$ cat src/hdl/tlrb_pkg.sv
// tlrb_pkg: shared types and constants of the terminated line ring buffer
// no dependencies; compiled before every other file of the block
package tlrb_pkg;

  localparam int BYTE_W = 8;
  localparam int CHAR_W = 7;
  localparam int LEN_W  = 7;
  localparam int CFG_IDX_W = 1;

  // configuration register indexes
  localparam logic [CFG_IDX_W-1:0] CFG_END_SYMBOL = 1'b0;
  localparam logic [CFG_IDX_W-1:0] CFG_MIN_PRINT  = 1'b1;

  localparam logic [BYTE_W-1:0] END_SYMBOL_RST = 8'd13;
  localparam logic [CHAR_W-1:0] MIN_PRINT_RST  = 7'd32;

  // result status codes
  localparam logic STAT_CHAR    = 1'b0;
  localparam logic STAT_NO_LINE = 1'b1;

  // shared ring position unit operations
  typedef enum logic {
    ALU_INC,
    ALU_DIST
  } alu_op_t;

  // line end queue controls
  typedef struct packed {
    logic push;
    logic pop;
  } fifo_ctl_t;

endpackage

$ cat src/hdl/tlrb_in_if.sv
// tlrb_in_if: input item channel (command, received byte, length limit)
// depends on tlrb_pkg for field widths
interface tlrb_in_if;
  logic                        valid;
  logic                        ready;
  logic                        command;
  logic [tlrb_pkg::BYTE_W-1:0] rx_byte;
  logic [tlrb_pkg::LEN_W-1:0]  max_len;

  modport source(output valid, output command, output rx_byte, output max_len, input ready);
  modport sink(input valid, input command, input rx_byte, input max_len, output ready);
endinterface

$ cat src/hdl/tlrb_out_if.sv
// tlrb_out_if: result item channel (status, character, last flag)
// depends on tlrb_pkg for field widths
interface tlrb_out_if;
  logic                        valid;
  logic                        ready;
  logic                        status;
  logic [tlrb_pkg::CHAR_W-1:0] char_out;
  logic                        last;

  modport source(output valid, output status, output char_out, output last, input ready);
  modport sink(input valid, input status, input char_out, input last, output ready);
endinterface

$ cat src/hdl/tlrb_ring_alu.sv
// tlrb_ring_alu: shared ring position unit, increment with wrap or ring distance
// depends on tlrb_pkg for the operation type
module tlrb_ring_alu #(
  parameter int BUF_SIZE = 64,
  parameter int PW = $clog2(BUF_SIZE)
) (
  input  tlrb_pkg::alu_op_t op,
  input  logic [PW-1:0]     a,
  input  logic [PW-1:0]     b,
  output logic [PW-1:0]     y
);
  import tlrb_pkg::*;

  logic [PW:0] diff;
  logic [PW:0] diff_wrap;

  assign diff      = {1'b0, b} - {1'b0, a};
  assign diff_wrap = diff + (PW+1)'(BUF_SIZE);

  always_comb begin
    unique case (op)
      ALU_INC: begin
        y = (a == PW'(BUF_SIZE - 1)) ? '0 : a + PW'(1);
      end
      ALU_DIST: begin
        // distance from a forward to b round the ring
        y = (b >= a) ? diff[PW-1:0] : diff_wrap[PW-1:0];
      end
      default: begin
        y = a;
      end
    endcase
  end

endmodule

$ cat src/hdl/tlrb_text_ram.sv
// tlrb_text_ram: ring store of line text, one write and one registered read port
// no package dependency
module tlrb_text_ram #(
  parameter int BUF_SIZE = 64,
  parameter int PW = $clog2(BUF_SIZE),
  parameter int DW = 7
) (
  input  logic          clk,
  input  logic          we,
  input  logic [PW-1:0] waddr,
  input  logic [DW-1:0] wdata,
  input  logic          re,
  input  logic [PW-1:0] raddr,
  output logic [DW-1:0] rdata
);

  logic [DW-1:0] mem [BUF_SIZE];
  logic [DW-1:0] rdata_r;

  always_ff @(posedge clk) begin
    if (we) begin
      mem[waddr] <= wdata;
    end
    if (re) begin
      rdata_r <= mem[raddr];
    end
  end

  assign rdata = rdata_r;

endmodule

$ cat src/hdl/tlrb_end_fifo.sv
// tlrb_end_fifo: queue of line end positions, memory with head, tail and count
// depends on tlrb_pkg for the control struct
module tlrb_end_fifo #(
  parameter int DEPTH = 16,
  parameter int DW = 6,
  parameter int EW = (DEPTH > 1) ? $clog2(DEPTH) : 1,
  parameter int CW = $clog2(DEPTH + 1)
) (
  input  logic                clk,
  input  logic                rst_n,
  input  tlrb_pkg::fifo_ctl_t ctl,
  input  logic [DW-1:0]       wdata,
  output logic [DW-1:0]       rdata,
  output logic                full,
  output logic                empty
);
  import tlrb_pkg::*;

  logic [DW-1:0] mem [DEPTH];
  logic [DW-1:0] rdata_r;
  logic [EW-1:0] head_r, head_nxt;
  logic [EW-1:0] tail_r, tail_nxt;
  logic [CW-1:0] count_r, count_nxt;

  assign full  = (count_r == CW'(DEPTH));
  assign empty = (count_r == '0);

  always_comb begin
    head_nxt  = head_r;
    tail_nxt  = tail_r;
    count_nxt = count_r;
    if (ctl.push && !full) begin
      tail_nxt  = (tail_r == EW'(DEPTH - 1)) ? '0 : tail_r + EW'(1);
      count_nxt = count_r + CW'(1);
    end else if (ctl.pop && !empty) begin
      head_nxt  = (head_r == EW'(DEPTH - 1)) ? '0 : head_r + EW'(1);
      count_nxt = count_r - CW'(1);
    end
  end

  always_ff @(posedge clk) begin
    if (!rst_n) begin
      head_r  <= '0;
      tail_r  <= '0;
      count_r <= '0;
    end else begin
      head_r  <= head_nxt;
      tail_r  <= tail_nxt;
      count_r <= count_nxt;
    end
  end

  always_ff @(posedge clk) begin
    if (ctl.push && !full) begin
      mem[tail_r] <= wdata;
    end
    if (ctl.pop && !empty) begin
      rdata_r <= mem[head_r];
    end
  end

  assign rdata = rdata_r;

endmodule

$ cat src/hdl/terminated_line_ring_buffer_unit.sv
// terminated_line_ring_buffer_unit: top level, sequencer, config registers, result register
// depends on tlrb_pkg, tlrb_in_if, tlrb_out_if, tlrb_ring_alu, tlrb_text_ram, tlrb_end_fifo
//
//   port    | dir | handshake        | carries
//   in_if   | in  | valid / ready    | command, rx_byte, max_len
//   out_if  | out | valid / ready    | status, char_out, last
//   cfg_*   | in  | cfg_we, no ready | register index and data
//
// a received byte is taken while idle, when ready is high, so bytes can follow back to back
// a read pops line ends (POP, LEN) until one fits, then fetches each character (RD, OUT),
// or gives a no-line result (NONE) on an empty queue; text read port and ring unit are shared
// a stalled result register holds the sequencer; no item is taken during a read
// synchronous active-low reset empties the queue and zeroes the positions
module terminated_line_ring_buffer_unit #(
  parameter int BUF_SIZE  = 64,
  parameter int END_DEPTH = 16
) (
  input  logic                           clk,
  input  logic                           rst_n,
  input  logic                           cfg_we,
  input  logic [tlrb_pkg::CFG_IDX_W-1:0] cfg_addr,
  input  logic [tlrb_pkg::BYTE_W-1:0]    cfg_wdata,
  tlrb_in_if.sink                        in_if,
  tlrb_out_if.source                     out_if
);
  import tlrb_pkg::*;

  localparam int PW = $clog2(BUF_SIZE);

  localparam logic [2:0] ST_IDLE = 3'd0;
  localparam logic [2:0] ST_POP  = 3'd1;
  localparam logic [2:0] ST_LEN  = 3'd2;
  localparam logic [2:0] ST_RD   = 3'd3;
  localparam logic [2:0] ST_OUT  = 3'd4;
  localparam logic [2:0] ST_NONE = 3'd5;

  logic [2:0]        state_r, state_nxt;
  logic [BYTE_W-1:0] end_symbol_r;
  logic [CHAR_W-1:0] min_print_r;
  logic [PW-1:0]     write_pos_r, write_pos_nxt;
  logic [PW-1:0]     read_pos_r, read_pos_nxt;
  logic [PW-1:0]     cur_r, cur_nxt;
  logic [LEN_W-1:0]  remain_r, remain_nxt;
  logic [LEN_W-1:0]  max_len_r, max_len_nxt;

  logic              out_valid_r, out_valid_nxt;
  logic              out_status_r, out_status_nxt;
  logic [CHAR_W-1:0] out_char_r, out_char_nxt;
  logic              out_last_r, out_last_nxt;

  logic              in_acc;
  logic              out_free;
  logic              is_end;
  logic              is_print;
  logic              ram_we;
  logic              ram_re;
  logic [CHAR_W-1:0] ram_rdata;
  fifo_ctl_t         fifo_ctl;
  logic [PW-1:0]     eq_rdata;
  logic              eq_full;
  logic              eq_empty;
  alu_op_t           alu_op;
  logic [PW-1:0]     alu_a;
  logic [PW-1:0]     alu_b;
  logic [PW-1:0]     alu_y;
  logic              line_fits;

  assign in_if.ready     = (state_r == ST_IDLE);
  assign out_if.valid    = out_valid_r;
  assign out_if.status   = out_status_r;
  assign out_if.char_out = out_char_r;
  assign out_if.last     = out_last_r;

  assign in_acc   = in_if.valid && in_if.ready;
  assign out_free = !out_valid_r || out_if.ready;

  // terminator wins over the printable test; other bytes with the top bit set are dropped
  assign is_end   = (in_if.rx_byte == end_symbol_r);
  assign is_print = !in_if.rx_byte[BYTE_W-1] &&
                    (in_if.rx_byte[CHAR_W-1:0] >= min_print_r);

  assign ram_we        = in_acc && !in_if.command && !is_end && is_print;
  assign ram_re        = (state_r == ST_RD);
  assign fifo_ctl.push = in_acc && !in_if.command && is_end;
  assign fifo_ctl.pop  = (state_r == ST_POP);

  assign line_fits = (alu_y != '0) && (LEN_W'(alu_y) < max_len_r);

  always_comb begin
    alu_op = ALU_INC;
    alu_a  = write_pos_r;
    alu_b  = eq_rdata;
    unique case (state_r)
      ST_LEN: begin
        alu_op = ALU_DIST;
        alu_a  = read_pos_r;
      end
      ST_RD: begin
        alu_a = cur_r;
      end
      default: begin
        alu_a = write_pos_r;
      end
    endcase
  end

  always_comb begin
    state_nxt      = state_r;
    write_pos_nxt  = write_pos_r;
    read_pos_nxt   = read_pos_r;
    cur_nxt        = cur_r;
    remain_nxt     = remain_r;
    max_len_nxt    = max_len_r;
    out_valid_nxt  = out_valid_r && !out_if.ready;
    out_status_nxt = out_status_r;
    out_char_nxt   = out_char_r;
    out_last_nxt   = out_last_r;
    unique case (state_r)
      ST_IDLE: begin
        if (in_acc && in_if.command) begin
          max_len_nxt = in_if.max_len;
          state_nxt   = ST_POP;
        end
        if (ram_we) begin
          write_pos_nxt = alu_y;
        end
      end
      ST_POP: begin
        state_nxt = eq_empty ? ST_NONE : ST_LEN;
      end
      ST_LEN: begin
        // the popped line is consumed whether or not it is delivered
        read_pos_nxt = eq_rdata;
        cur_nxt      = read_pos_r;
        remain_nxt   = LEN_W'(alu_y);
        state_nxt    = line_fits ? ST_RD : ST_POP;
      end
      ST_RD: begin
        cur_nxt    = alu_y;
        remain_nxt = remain_r - LEN_W'(1);
        state_nxt  = ST_OUT;
      end
      ST_OUT: begin
        if (out_free) begin
          out_valid_nxt  = 1'b1;
          out_status_nxt = STAT_CHAR;
          out_char_nxt   = ram_rdata;
          out_last_nxt   = (remain_r == '0);
          state_nxt      = (remain_r == '0) ? ST_IDLE : ST_RD;
        end
      end
      ST_NONE: begin
        if (out_free) begin
          out_valid_nxt  = 1'b1;
          out_status_nxt = STAT_NO_LINE;
          out_char_nxt   = '0;
          out_last_nxt   = 1'b1;
          state_nxt      = ST_IDLE;
        end
      end
      default: begin
        state_nxt = ST_IDLE;
      end
    endcase
  end

  always_ff @(posedge clk) begin
    if (!rst_n) begin
      state_r      <= ST_IDLE;
      write_pos_r  <= '0;
      read_pos_r   <= '0;
      out_valid_r  <= 1'b0;
      end_symbol_r <= END_SYMBOL_RST;
      min_print_r  <= MIN_PRINT_RST;
    end else begin
      state_r     <= state_nxt;
      write_pos_r <= write_pos_nxt;
      read_pos_r  <= read_pos_nxt;
      out_valid_r <= out_valid_nxt;
      if (cfg_we) begin
        unique case (cfg_addr)
          CFG_END_SYMBOL: end_symbol_r <= cfg_wdata;
          CFG_MIN_PRINT:  min_print_r  <= cfg_wdata[CHAR_W-1:0];
          default: begin
            end_symbol_r <= end_symbol_r;
          end
        endcase
      end
    end
  end

  always_ff @(posedge clk) begin
    cur_r        <= cur_nxt;
    remain_r     <= remain_nxt;
    max_len_r    <= max_len_nxt;
    out_status_r <= out_status_nxt;
    out_char_r   <= out_char_nxt;
    out_last_r   <= out_last_nxt;
  end

  tlrb_ring_alu #(
    .BUF_SIZE(BUF_SIZE)
  ) u_alu (
    .op(alu_op),
    .a (alu_a),
    .b (alu_b),
    .y (alu_y)
  );

  tlrb_text_ram #(
    .BUF_SIZE(BUF_SIZE),
    .DW      (CHAR_W)
  ) u_text (
    .clk  (clk),
    .we   (ram_we),
    .waddr(write_pos_r),
    .wdata(in_if.rx_byte[CHAR_W-1:0]),
    .re   (ram_re),
    .raddr(cur_r),
    .rdata(ram_rdata)
  );

  tlrb_end_fifo #(
    .DEPTH(END_DEPTH),
    .DW   (PW)
  ) u_ends (
    .clk  (clk),
    .rst_n(rst_n),
    .ctl  (fifo_ctl),
    .wdata(write_pos_r),
    .rdata(eq_rdata),
    .full (eq_full),
    .empty(eq_empty)
  );

  // a full queue drops the terminator; the write position is untouched then
  a_full_drop: assert property (@(posedge clk) disable iff (!rst_n)
    (fifo_ctl.push && eq_full) |=> $stable(write_pos_r))
    else $error("terminator on full queue changed the write position");

  a_no_line_form: assert property (@(posedge clk) disable iff (!rst_n)
    (out_valid_r && (out_status_r == STAT_NO_LINE)) |-> (out_last_r && (out_char_r == '0)))
    else $error("no-line result without last flag or with a character");

  a_remain_live: assert property (@(posedge clk) disable iff (!rst_n)
    (state_r == ST_RD) |-> (remain_r != '0))
    else $error("character fetch with no characters left");

  a_read_blocks: assert property (@(posedge clk) disable iff (!rst_n)
    (in_acc && in_if.command) |=> !in_if.ready)
    else $error("input taken while a read is in progress");

endmodule
$ cat src/flat_wrapper.sv
// flat-port wrapper written by rule: the top's interface ports become plain ports
module terminated_line_ring_buffer_unit_flat import tlrb_pkg::*;
#(
  parameter int BUF_SIZE  = 64,
  parameter int END_DEPTH = 16
)
  (clk, rst_n, cfg_we, cfg_addr, cfg_wdata, in_if_valid, in_if_command, in_if_rx_byte, in_if_max_len, in_if_ready, out_if_valid, out_if_status, out_if_char_out, out_if_last, out_if_ready);
  tlrb_in_if in_if_i ();
  tlrb_out_if out_if_i ();
  input  logic clk;
  input  logic rst_n;
  input  logic cfg_we;
  input  logic [tlrb_pkg::CFG_IDX_W-1:0] cfg_addr;
  input  logic [tlrb_pkg::BYTE_W-1:0] cfg_wdata;
  input wire logic [$bits(in_if_i.valid)-1:0] in_if_valid;
  input wire logic [$bits(in_if_i.command)-1:0] in_if_command;
  input wire logic [$bits(in_if_i.rx_byte)-1:0] in_if_rx_byte;
  input wire logic [$bits(in_if_i.max_len)-1:0] in_if_max_len;
  output wire logic [$bits(in_if_i.ready)-1:0] in_if_ready;
  output wire logic [$bits(out_if_i.valid)-1:0] out_if_valid;
  output wire logic [$bits(out_if_i.status)-1:0] out_if_status;
  output wire logic [$bits(out_if_i.char_out)-1:0] out_if_char_out;
  output wire logic [$bits(out_if_i.last)-1:0] out_if_last;
  input wire logic [$bits(out_if_i.ready)-1:0] out_if_ready;
  assign in_if_i.valid = in_if_valid;
  assign in_if_i.command = in_if_command;
  assign in_if_i.rx_byte = in_if_rx_byte;
  assign in_if_i.max_len = in_if_max_len;
  assign in_if_ready = in_if_i.ready;
  assign out_if_valid = out_if_i.valid;
  assign out_if_status = out_if_i.status;
  assign out_if_char_out = out_if_i.char_out;
  assign out_if_last = out_if_i.last;
  assign out_if_i.ready = out_if_ready;
  terminated_line_ring_buffer_unit #(.BUF_SIZE(BUF_SIZE), .END_DEPTH(END_DEPTH)) u_core (.clk(clk), .rst_n(rst_n), .cfg_we(cfg_we), .cfg_addr(cfg_addr), .cfg_wdata(cfg_wdata), .in_if(in_if_i), .out_if(out_if_i));
endmodule
$ cat config.mk
export PLATFORM = sky130hd
export DESIGN_NAME = terminated_line_ring_buffer_unit_flat
export DESIGN_NICKNAME = d
export VERILOG_FILES = /design/src/hdl/tlrb_pkg.sv /design/src/hdl/tlrb_in_if.sv /design/src/hdl/tlrb_out_if.sv /design/src/hdl/tlrb_ring_alu.sv /design/src/hdl/tlrb_text_ram.sv /design/src/hdl/tlrb_end_fifo.sv /design/src/hdl/terminated_line_ring_buffer_unit.sv /design/src/flat_wrapper.sv
export SDC_FILE = /design/constraint.sdc
export NUM_CORES = 1
export LEC_CHECK = 0
export BUFFER_PORTS_ARGS = -buffer_cell sky130_fd_sc_hd__buf_2
export CAP_MARGIN = 15
export CORE_ASPECT_RATIO = 1.1
export CORE_MARGIN = 3
export CORE_UTILIZATION = 35
export DETAILED_ROUTE_END_ITERATION = 10
export GPL_TIMING_DRIVEN = 0
export HOLD_SLACK_MARGIN = 0.02
export REMOVE_ABC_BUFFERS = 1
export SLEW_MARGIN = 20
export SYNTH_ARGS = -nofsm -noshare
export SYNTH_HDL_FRONTEND = slang
export SYNTH_SLANG_ARGS = --single-unit
$ cat constraint.sdc
create_clock -name clk -period 4.35 [get_ports clk]
set_clock_uncertainty 0.2 [all_clocks]
set_input_delay 0.87 -clock clk [delete_from_list [all_inputs] [get_ports clk]]
set_output_delay 0.87 -clock clk [all_outputs]
set_load 0.005 [all_outputs]
Word level (Yosys, flattened, before mapping)
Memory sizes are Yosys's and may differ from the RTL's. A register that Yosys moved wholly into a read port is not among the register bits.
Cells that the tools add are included.
{"block": "totals", "register_bits": 73, "romBits": 0, "input_bits": 30, "ram_bits": 544, "memories": 2, "output_inout_bits": 11, "elab_cells": 110, "latch_bits": 0}
{"name": "u_core.u_text.mem", "depth": 64, "width": 7, "read_ports": 1, "rd_clocked_by_memory_dff": 1, "wr": 1, "line_no": "tlrb_text_ram.sv:17", "rtl": "logic [DW-1:0] mem [BUF_SIZE];"}
{"name": "u_core.u_ends.mem", "depth": 16, "width": 6, "read_ports": 1, "rd_clocked_by_memory_dff": 1, "wr": 1, "line_no": "tlrb_end_fifo.sv:19", "rtl": "logic [DW-1:0] mem [DEPTH];"}
{"block": "classes", "muxes": 32, "shift": 0, "n_eq_ne": 13, "add_sub_neg": 8, "n_div": 0, "magnitude_cmp": 3, "bitwise_logic": 3, "mul": 0, "n_reduce_logical": 34}
{"operator": "6-bit case mux with 2 select lines", "count": 3}
{"operator": "7-bit case mux with 2 select lines", "count": 2}
{"operator": "3-bit case mux with 6 select lines", "count": 1}
{"operator": "7-bit 2-to-1 mux", "count": 2}
{"operator": "6-bit by 1-bit adder with 6-bit output, second input constant", "count": 2}
{"operator": "3-bit 2-to-1 mux", "count": 4}
{"operator": "6-bit 2-to-1 mux", "count": 2}
{"operator": "1-bit logical AND", "count": 11}
{"operator": "1-bit 2-to-1 mux", "count": 10}
{"operator": "5-bit 2-to-1 mux", "count": 2}
{"operator": "2-bit AND reduction", "count": 5}
{"operator": "4-bit by 1-bit adder with 4-bit output, second input constant", "count": 2}
{"operator": "4-bit equality test, second input constant", "count": 2}
{"operator": "8-bit equality test", "count": 1}
{"operator": "4-bit 2-to-1 mux", "count": 2}
{"operator": "7-bit greater-or-equal comparator", "count": 1}
{"operator": "1-bit logical NOT", "count": 7}
{"operator": "7-bit logical NOT", "count": 1}
{"operator": "6-bit by 7-bit < comparator with 1-bit output", "count": 1}
{"operator": "7-bit by 1-bit subtractor with 7-bit output, second input constant", "count": 1}
{"operator": "3-bit by 2-bit equality test with 1-bit output, second input constant", "count": 2}
{"operator": "3-bit equality test, second input constant", "count": 2}
{"operator": "6-bit equality test, second input constant", "count": 1}
{"operator": "6-bit greater-or-equal comparator", "count": 1}
{"operator": "17 further kinds", "count": 25}

Logic depth before layout (Yosys ltp)
Gate-level depths: netlist of the first run.
{"block": "logic_depth", "word_depth": 10, "mapped_depth": 18, "depth_no_buf": 17}

Modules after synthesis
Synthesis of the first run repeated with hierarchy kept, for this count alone.
{"block": "hier_totals", "cells_unflattened": 1481, "hier_area_um2": 25979.9}
{"module": "tlrb_text_ram", "area_each_um2": 17705.7, "cells_per_inst": 827, "n_inst": 1, "seq_area_each_um2": 13663.1}
{"module": "tlrb_end_fifo", "area_each_um2": 4772.1, "cells_per_inst": 286, "n_inst": 1, "seq_area_each_um2": 3323.2}
{"module": "terminated_line_ring_buffer_unit", "area_each_um2": 3078.0, "cells_per_inst": 308, "n_inst": 1, "seq_area_each_um2": 1491.4}
{"module": "tlrb_ring_alu", "area_each_um2": 424.2, "cells_per_inst": 60, "n_inst": 1, "seq_area_each_um2": 0.0}

Least setup slack after synthesis of the first run
No wires, ideal clock.
{"block": "synth_path", "kind": "register to register", "from": "register u_core.state_r[1]", "to": "register u_core.state_r[1]", "period_less_slack_ns": 3.570, "setup_ns": 0.134, "slack_ns": 0.780, "path_buffers": 1, "t_required_ns": 4.016, "path_stages_with_launch": 18, "arrival_ns": 3.236, "path_cell_list": "dfxtp_1 nor2b_1 buf_2 mux2_2 inv_1 ha_1 nor2b_1 o21a_1 o211ai_1 and3_1 o21ai_0 nand2_1 inv_1 ha_1 nand4b_1 a211o_1 o211ai_1 o32ai_1"}
{"block": "synth_via", "elab_chain_len": 10, "word_cells_on_any_way": 28, "classes_between": "add/sub: 3; order compare: 2; eq/ne: 9; mux: 7; bitwise: 1; reduce/logical: 6"}
{"element": "start: declaration", "line_no": "terminated_line_ring_buffer_unit.sv:37", "rtl": "logic [2:0] state_r, state_nxt;"}
{"element": "start signal: assignment", "line_no": "terminated_line_ring_buffer_unit.sv:176", "rtl": "state_r <= state_nxt;"}
{"element": "3-bit by 2-bit equality test with 1-bit output", "line_no": "terminated_line_ring_buffer_unit.sv:93", "rtl": "unique case (state_r)"}
{"element": "6-bit case mux with 2 select lines", "line_no": "terminated_line_ring_buffer_unit.sv:93"}
{"element": "6-bit subtractor", "line_no": "tlrb_ring_alu.sv:17", "rtl": "assign diff = {1'b0, b} - {1'b0, a};"}
{"element": "6-bit by 1-bit adder with 6-bit output", "line_no": "tlrb_ring_alu.sv:18", "rtl": "assign diff_wrap = diff + (PW+1)'(BUF_SIZE);"}
{"element": "6-bit 2-to-1 mux", "line_no": "tlrb_ring_alu.sv:27", "rtl": "y = (b >= a) ? diff[PW-1:0] : diff_wrap[PW-1:0];"}
{"element": "6-bit case mux with 2 select lines (*)", "line_no": "tlrb_ring_alu.sv:21", "rtl": "unique case (op)"}
{"element": "net u_core.alu_y[5]", "line_no": "terminated_line_ring_buffer_unit.sv:65", "rtl": "logic [PW-1:0] alu_y;"}
{"element": "6-bit by 7-bit < comparator with 1-bit output or 6-bit nonzero test (tied branches)", "line_no": "terminated_line_ring_buffer_unit.sv:87", "rtl": "assign line_fits = (alu_y != '0) && (LEN_W'(alu_y) < max_len_r);"}
{"element": "1-bit logical AND (*)", "line_no": "terminated_line_ring_buffer_unit.sv:87"}
{"element": "2-bit 2-to-1 mux (*)", "line_no": "terminated_line_ring_buffer_unit.sv:136", "rtl": "state_nxt = line_fits ? ST_RD : ST_POP;"}
{"element": "3-bit case mux with 6 select lines (*)", "line_no": "terminated_line_ring_buffer_unit.sv:118", "rtl": "unique case (state_r)"}
The timed path passes the listed nets; every way through them passes the cells marked *.
A chain may end at the register's enable or synchronous reset.

Final worst setup path of the first run
{"block": "layout_path", "from": "register u_core.state_r[0]", "to": "register u_core.state_r[1]"}
Same word-level chain as after synthesis.

==> flow_metrics.py, run 1 <==
metrics = {
    "status": {
        "status": "complete, no violations",
    },
    "floorplan": {
        "die_area_sq_mm": 0.0762,
        "rows": 103,
        "die_x_microns": 263,
        "io_pins": 41,
        "start_util_pct": 35.4,
        "die_height_microns": 289,
        "core_sq_mm": 0.0720,
    },
    "route": {
        "initialDrtViolationCount": 1099,
        "firstDrtPassIters": 5,
        "postRouteAntennaNets": 0,
        "routed_wl_microns": 55900,
        "wire_per_inst_microns": 22.9,
        "via_per_inst": 5.19,
        "post-route-drc-count": 0,
        "vias": 12700,
    },
    "final_layout": {
        "layout_common_cells": "586 x edfxtp_1, 177 x mux4_2, 76 x nand2_1",
        "final_common_cell": "edfxtp_1",
        "fillers": 6256,
        "fin_cells": 2438,
        "regArea_sq_mm": 0.0185,
        "stdcell_area_sq_mm": 0.0297,
        "fin_util_pct": 41.2,
        "final_nets": 1500,
        "multi_input_area_sq_mm": 0.00672,
        "drive_gt1_share_pct": 29.2,
        "area_growth_syn_to_layout_pct": 16.2,
    },
    "yosys": {
        "synth-seq-area-share_pct": 72.4,
        "ys_async_sr_fraction_pct": 0,
        "postSynthAreaPerCell_sq_um": 19.0,
        "syn_inst": 1345,
        "synth_top_area_cell": "edfxtp_1",
        "netlist_area_sq_mm": 0.0255,
        "synth_area_leaders": "edfxtp_1 69%, mux4_2 16%, dfxtp_1 3.5%",
        "synth_edf_count": 586,
        "synth_ff_type": "edfxtp_1",
        "yosys_register_bits": 630,
        "ys.warnings.count": 0,
        "synth_top_area_share_pct": 68.9,
        "synthDistinctLibCells": 48,
    },
    "pwr": {
        "ir_worst_vdd_uv": 260,
        "total_leakage_power_nw": 9.37,
        "total_power_mw": 12.8,
        "p_per_area_mw_per_mm2": 431,
    },
    "critical_path": {
        "crit_path_max_incr_delay_ns": 0.58,
        "critPathKind": "flop to flop",
        "cpMaxStageDelayCell": "dfxtp_2",
        "cp_cell_sequence": "mux2_2 > mux2_2 > inv_1 > ha_1 > nor2b_1 > o21a_1 > o211ai_1 > a21oi_1 > o21ai_0 > nand2_1 > inv_1 > ha_1 > nand4b_1 > o21ai_0 > nor2_1 > o211ai_1 > o32ai_1",
        "worstPathArrival_ns": 4.33,
        "required_ns": 4.65,
        "crit_fanout": 16,
        "start_kind": "flop",
        "endpoint_kind": "flop",
    },
    "cts": {
        "cts_tree": "yes",
        "htree_levels": 3,
        "clkSlewWorstSetupHoldPaths_ns": 0.06,
        "root_buffer": "clkbuf_16",
        "clk_latency_ns": 0.60,
        "cts_buffers": 67,
        "clkSinkCount": 630,
        "cts_buffer_depth": 3,
    },
    "sta": {
        "final_max_slew_viol_count": 0,
        "min_period_ns": 4.02,
        "tns_ns": 0,
        "slew_headroom_pct": 35.3,
        "setup_slack_ns": 0.325,
        "worstMarginPinSlew_ns": 0.963,
        "final-hold-violation-count": 0,
        "fin_crit_sh_pct": 92.5,
        "fmax_ghz": 0.248,
        "fin_hold_ws_ns": 0.246,
        "rsz0062_at_grt": "no",
        "setup_viol": 0,
    },
    "global_route": {
        "overflow": 0,
        "grt.total_usage_pct": 14.6,
        "grt_pass1_vias": 12800,
        "grt_max_degree": 67,
        "antenna_found_initial": 1,
        "grt_pass1_wl_microns": 82700,
    },
    "place": {
        "hpwl_microns": 35200,
        "dpl_worst_slack_ns": -0.743,
        "dpl_cell_area_sq_mm": 0.0272,
        "placed_cells": 2289,
        "gp_congestion": 0.772,
        "portBuffers": 40,
    },
    "run": {
        "drv_cap": 0,
    },
    "worst_hold_path": {
        "hp-class": "input pin to flop",
    },
}
[routing by layer]
layer | global-route usage [%] | part of all wire (%)
met2 | 23.1 | 48
met5 | 0 | 0
met1 | 20.6 | 44
met4 | 3.87 | 1.9
met3 | 3.12 | 6.4
[cells in the mapped netlist (all sizes together) (8+ instances only)]
| master | count |
|---|---|
| edfxtp | 586 |
| nand2b | 8 |
| mux2 | 12 |
| nand2 | 76 |
| clkbuf | 38 |
| xor2 | 13 |
| xnor2 | 12 |
| a21oi | 47 |
| ha | 28 |
| nand4 | 8 |
| buf | 33 |
| inv | 28 |
| nor2 | 108 |
| and2 | 8 |
| mux4 | 177 |
| nand3 | 18 |
| dfxtp | 44 |
| nor2b | 8 |
| o21ai | 21 |
| nor3 | 12 |
[worst paths after layout]
check | from | end | slack [ns] | cells after the start
max | u_core.state_r[0] | u_core.state_r[1] | 0.33 | 17
min reg2reg | u_core.min_print_r[6] | u_core.min_print_r[6] | 0.26 | 2
min | in_if_max_len[0] | u_core.max_len_r[0] | 0.25 | 1
max reg2reg | u_core.state_r[0] | u_core.state_r[1] | 0.33 | 17
[what timing repair did]
item,4_1_cts,5_1_grt
endpoints found under the setup margin,265,456
hold buffers,0,0
resized for setup,13,26
pin swaps,0,8
gates cloned,1,0
setup buffers,0,26
[state kept, by name (all words and copies together) (netlist names), 7 cells and up]
signal and count:
u_core.min_print_r 7, u_core.u_text.rdata 7, u_core.u_ends.mem 96, u_core.remain_r 7
u_core.out_if.char_out 7, u_core.max_len_r 7, u_core.end_symbol_r 8, u_core.u_text.mem 448
[kinds of logic after synthesis]
kind of cell,after synthesis,synth area share [%]
flip-flops,630,72.4
XOR/XNOR,25,0.858
AO/OA/AOI/OAI,95,2.24
multiplexers,195,16.4
AND/OR/NAND/NOR,271,4.88
buffers and inverters,99,1.73
adder cells (fa/ha/maj),30,1.53
[layout make-up]
type,count,share of cell area (%)
antenna,1,0.00844
clock buffer,82,6.02
clock inverter,39,1.31
inverter,28,0.354
multi-input combinational,617,22.7
sequential,630,62.3
tap,945,3.99
timing repair buffer,96,3.31
[power breakdown]
group	internal [mW]	switching [mW]	total [mW]
clock	3.26	2.36	5.62
sequential	6.64	0.0469	6.69
combinational	0.194	0.281	0.476
[critical path: cells and delay by family (launching register included)]
kind,cells,cell delay [ns]
compound gates,7,1.15
fa+ha+maj,2,0.47
buf+inv,2,0.23
flops,1,0.58
mux,2,0.69
simple gates,4,0.61
Note: power is estimated with default switching activity, not from simulation.
==> run 2: changes to the inputs <==
--- a/config.mk
+++ b/config.mk
@@ -11,7 +11,6 @@
 export CORE_MARGIN = 3
 export CORE_UTILIZATION = 35
 export DETAILED_ROUTE_END_ITERATION = 10
-export GPL_TIMING_DRIVEN = 0
 export HOLD_SLACK_MARGIN = 0.02
 export REMOVE_ABC_BUFFERS = 1
 export SLEW_MARGIN = 20
==> run 2 against run 1 <==
  * Cell count down 0.66%
  * Critical endpoint unchanged
  * Setup slack better by 0.028 ns
  * Flip-flop and latch count unchanged
  * Die area unchanged
  * Critical path type unchanged
  * Routed wire length up 2.8%
  * Fmax up 0.69%
  * Final area down 2.5%
  * Total power down 3.9%
  * Via count down 0.69%
  * Sequential power about the same
==> flow_metrics.py, run 2 (synthesized netlist as in run 1, its figures left out) <==
metrics = {
    "global_route": {
        "grt_max_degree": 113,
        "overflow": 0,
        "grt_pass1_wl_microns": 87000,
        "grt_pass1_vias": 13100,
        "grt.total_usage_pct": 15.2,
        "antenna_found_initial": 2,
    },
    "final_layout": {
        "final_common_cell": "edfxtp_1",
        "final_nets": 1483,
        "layout_common_cells": "586 x edfxtp_1, 177 x mux4_2, 108 x nor2_1",
        "drive_gt1_share_pct": 25.5,
        "fillers": 6345,
        "stdcell_area_sq_mm": 0.0289,
        "reg_top3": "u_core.u_text.mem x448, u_core.u_ends.mem x96, u_core.end_symbol_r x8",
        "top_register": "u_core.u_text.mem",
        "fin_util_pct": 40.1,
        "area_growth_syn_to_layout_pct": 13.3,
        "largest_reg_flops": 448,
        "fin_cells": 2422,
    },
    "critical_path": {
        "required_ns": 4.65,
        "crit_fanout": 12,
        "worstPathArrival_ns": 4.30,
        "start_kind": "flop",
        "critPathKind": "flop to flop",
        "endpoint_kind": "flop",
    },
    "floorplan": {
        "die_area_sq_mm": 0.0762,
        "rows": 103,
        "core_sq_mm": 0.0720,
        "die_height_microns": 289,
        "die_x_microns": 263,
        "io_pins": 41,
        "start_util_pct": 35.4,
    },
    "cts": {
        "clk_latency_ns": 0.63,
        "cts_buffer_depth": 3,
        "postCtsSetupBuffers": 0,
        "cts_buffers": 61,
        "htree_levels": 2,
        "clkSlewWorstSetupHoldPaths_ns": 0.06,
        "clkSinkCount": 630,
        "root_buffer": "clkbuf_16",
        "cts_tree": "yes",
        "ctsResizeCount": 0,
        "hold_buffers": 0,
    },
    "pwr": {
        "total_leakage_power_nw": 9.08,
        "total_power_mw": 12.3,
        "p_per_area_mw_per_mm2": 425,
        "ir_worst_vdd_uv": 292,
    },
    "place": {
        "portBuffers": 40,
        "gp_congestion": 0.804,
        "placed_cells": 2305,
        "dpl_cell_area_sq_mm": 0.0270,
        "hpwl_microns": 36200,
        "dpl_worst_slack_ns": 0.393,
    },
    "sta": {
        "final_max_slew_viol_count": 0,
        "rsz0062_at_grt": "no",
        "min_period_ns": 4.00,
        "slew_headroom_pct": 35.2,
        "setup_slack_ns": 0.353,
        "fin_hold_ws_ns": 0.213,
        "tns_ns": 0,
        "fmax_ghz": 0.250,
        "final-hold-violation-count": 0,
        "fin_crit_sh_pct": 91.9,
        "setup_viol": 0,
        "worstMarginPinSlew_ns": 0.973,
    },
    "route": {
        "vias": 12600,
        "firstDrtPassIters": 5,
        "initialDrtViolationCount": 1226,
        "wire_per_inst_microns": 23.7,
        "routed_wl_microns": 57500,
        "postRouteAntennaNets": 0,
        "via_per_inst": 5.19,
        "post-route-drc-count": 0,
    },
    "worst_hold_path": {
        "hp-class": "input pin to flop",
    },
    "status": {
        "status": "complete, no violations",
    },
    "run": {
        "drv_cap": 0,
    },
}
[run 2: cell types whose count changed in the layout (fill, tap and decap cells not counted), sizes merged]
cell      delta
nor2b        -1
diode        +1
clkinv       -1
clkinvlp     +5
clkbuf       -6
bufinv       -1
buf         -10
inv          -3
[run 2: critical path, stage by stage, from the launching register on]
cell	delay [ns]
dfxtp_1	0.54
nor2b_2	0.30
buf_4	0.25
mux2_2	0.23
ha_1	0.33
nand2_1	0.12
o211a_1	0.23
o32ai_1	0.52
inv_1	0.22
ha_1	0.34
nand4b_1	0.13
a211o_1	0.29
o211ai_1	0.08
o32ai_1	0.09
[run 2: per-layer routing]
layer / track usage, % / vias up / wire [microns]
met5: 0 / - / 0
met4: 4.29 / 0 / 1500
met3: 3.01 / 89 / 3440
met2: 23.7 / 376 / 26900
met1: 21.9 / 6562 / 25700
li1: - / 5547 / -
[run 2: cell type report]
class	count	area (sq um)	share of cell area (%)
timing repair buffer	86	583	2.02
inverter	28	105	0.363
tap	945	1180	4.09
antenna	2	5.00	0.0173
multi-input combinational	616	6620	22.9
clock buffer	76	1610	5.58
sequential	630	18500	63.9
clock inverter	39	332	1.15
[run 2: power by group]
part	switching, mW	internal (mW)	leakage, nW
Combinational	0.293	0.184	2.49
Sequential	0.0369	6.64	5.66
Clock	2.26	2.87	0.936
Total	2.59	9.70	9.08
[run 2: path summary, 6_finish.rpt]
path	slack, ns	startpoint	end	depth (start not counted)
worst max-delay path	0.35	u_core.state_r[1]	u_core.state_r[1]	13
worst min-delay path	0.21	in_if_max_len[6]	u_core.max_len_r[6]	1
worst max register to register	0.35	u_core.state_r[1]	u_core.state_r[1]	13
worst min register to register	0.26	u_core.min_print_r[2]	u_core.min_print_r[2]	2
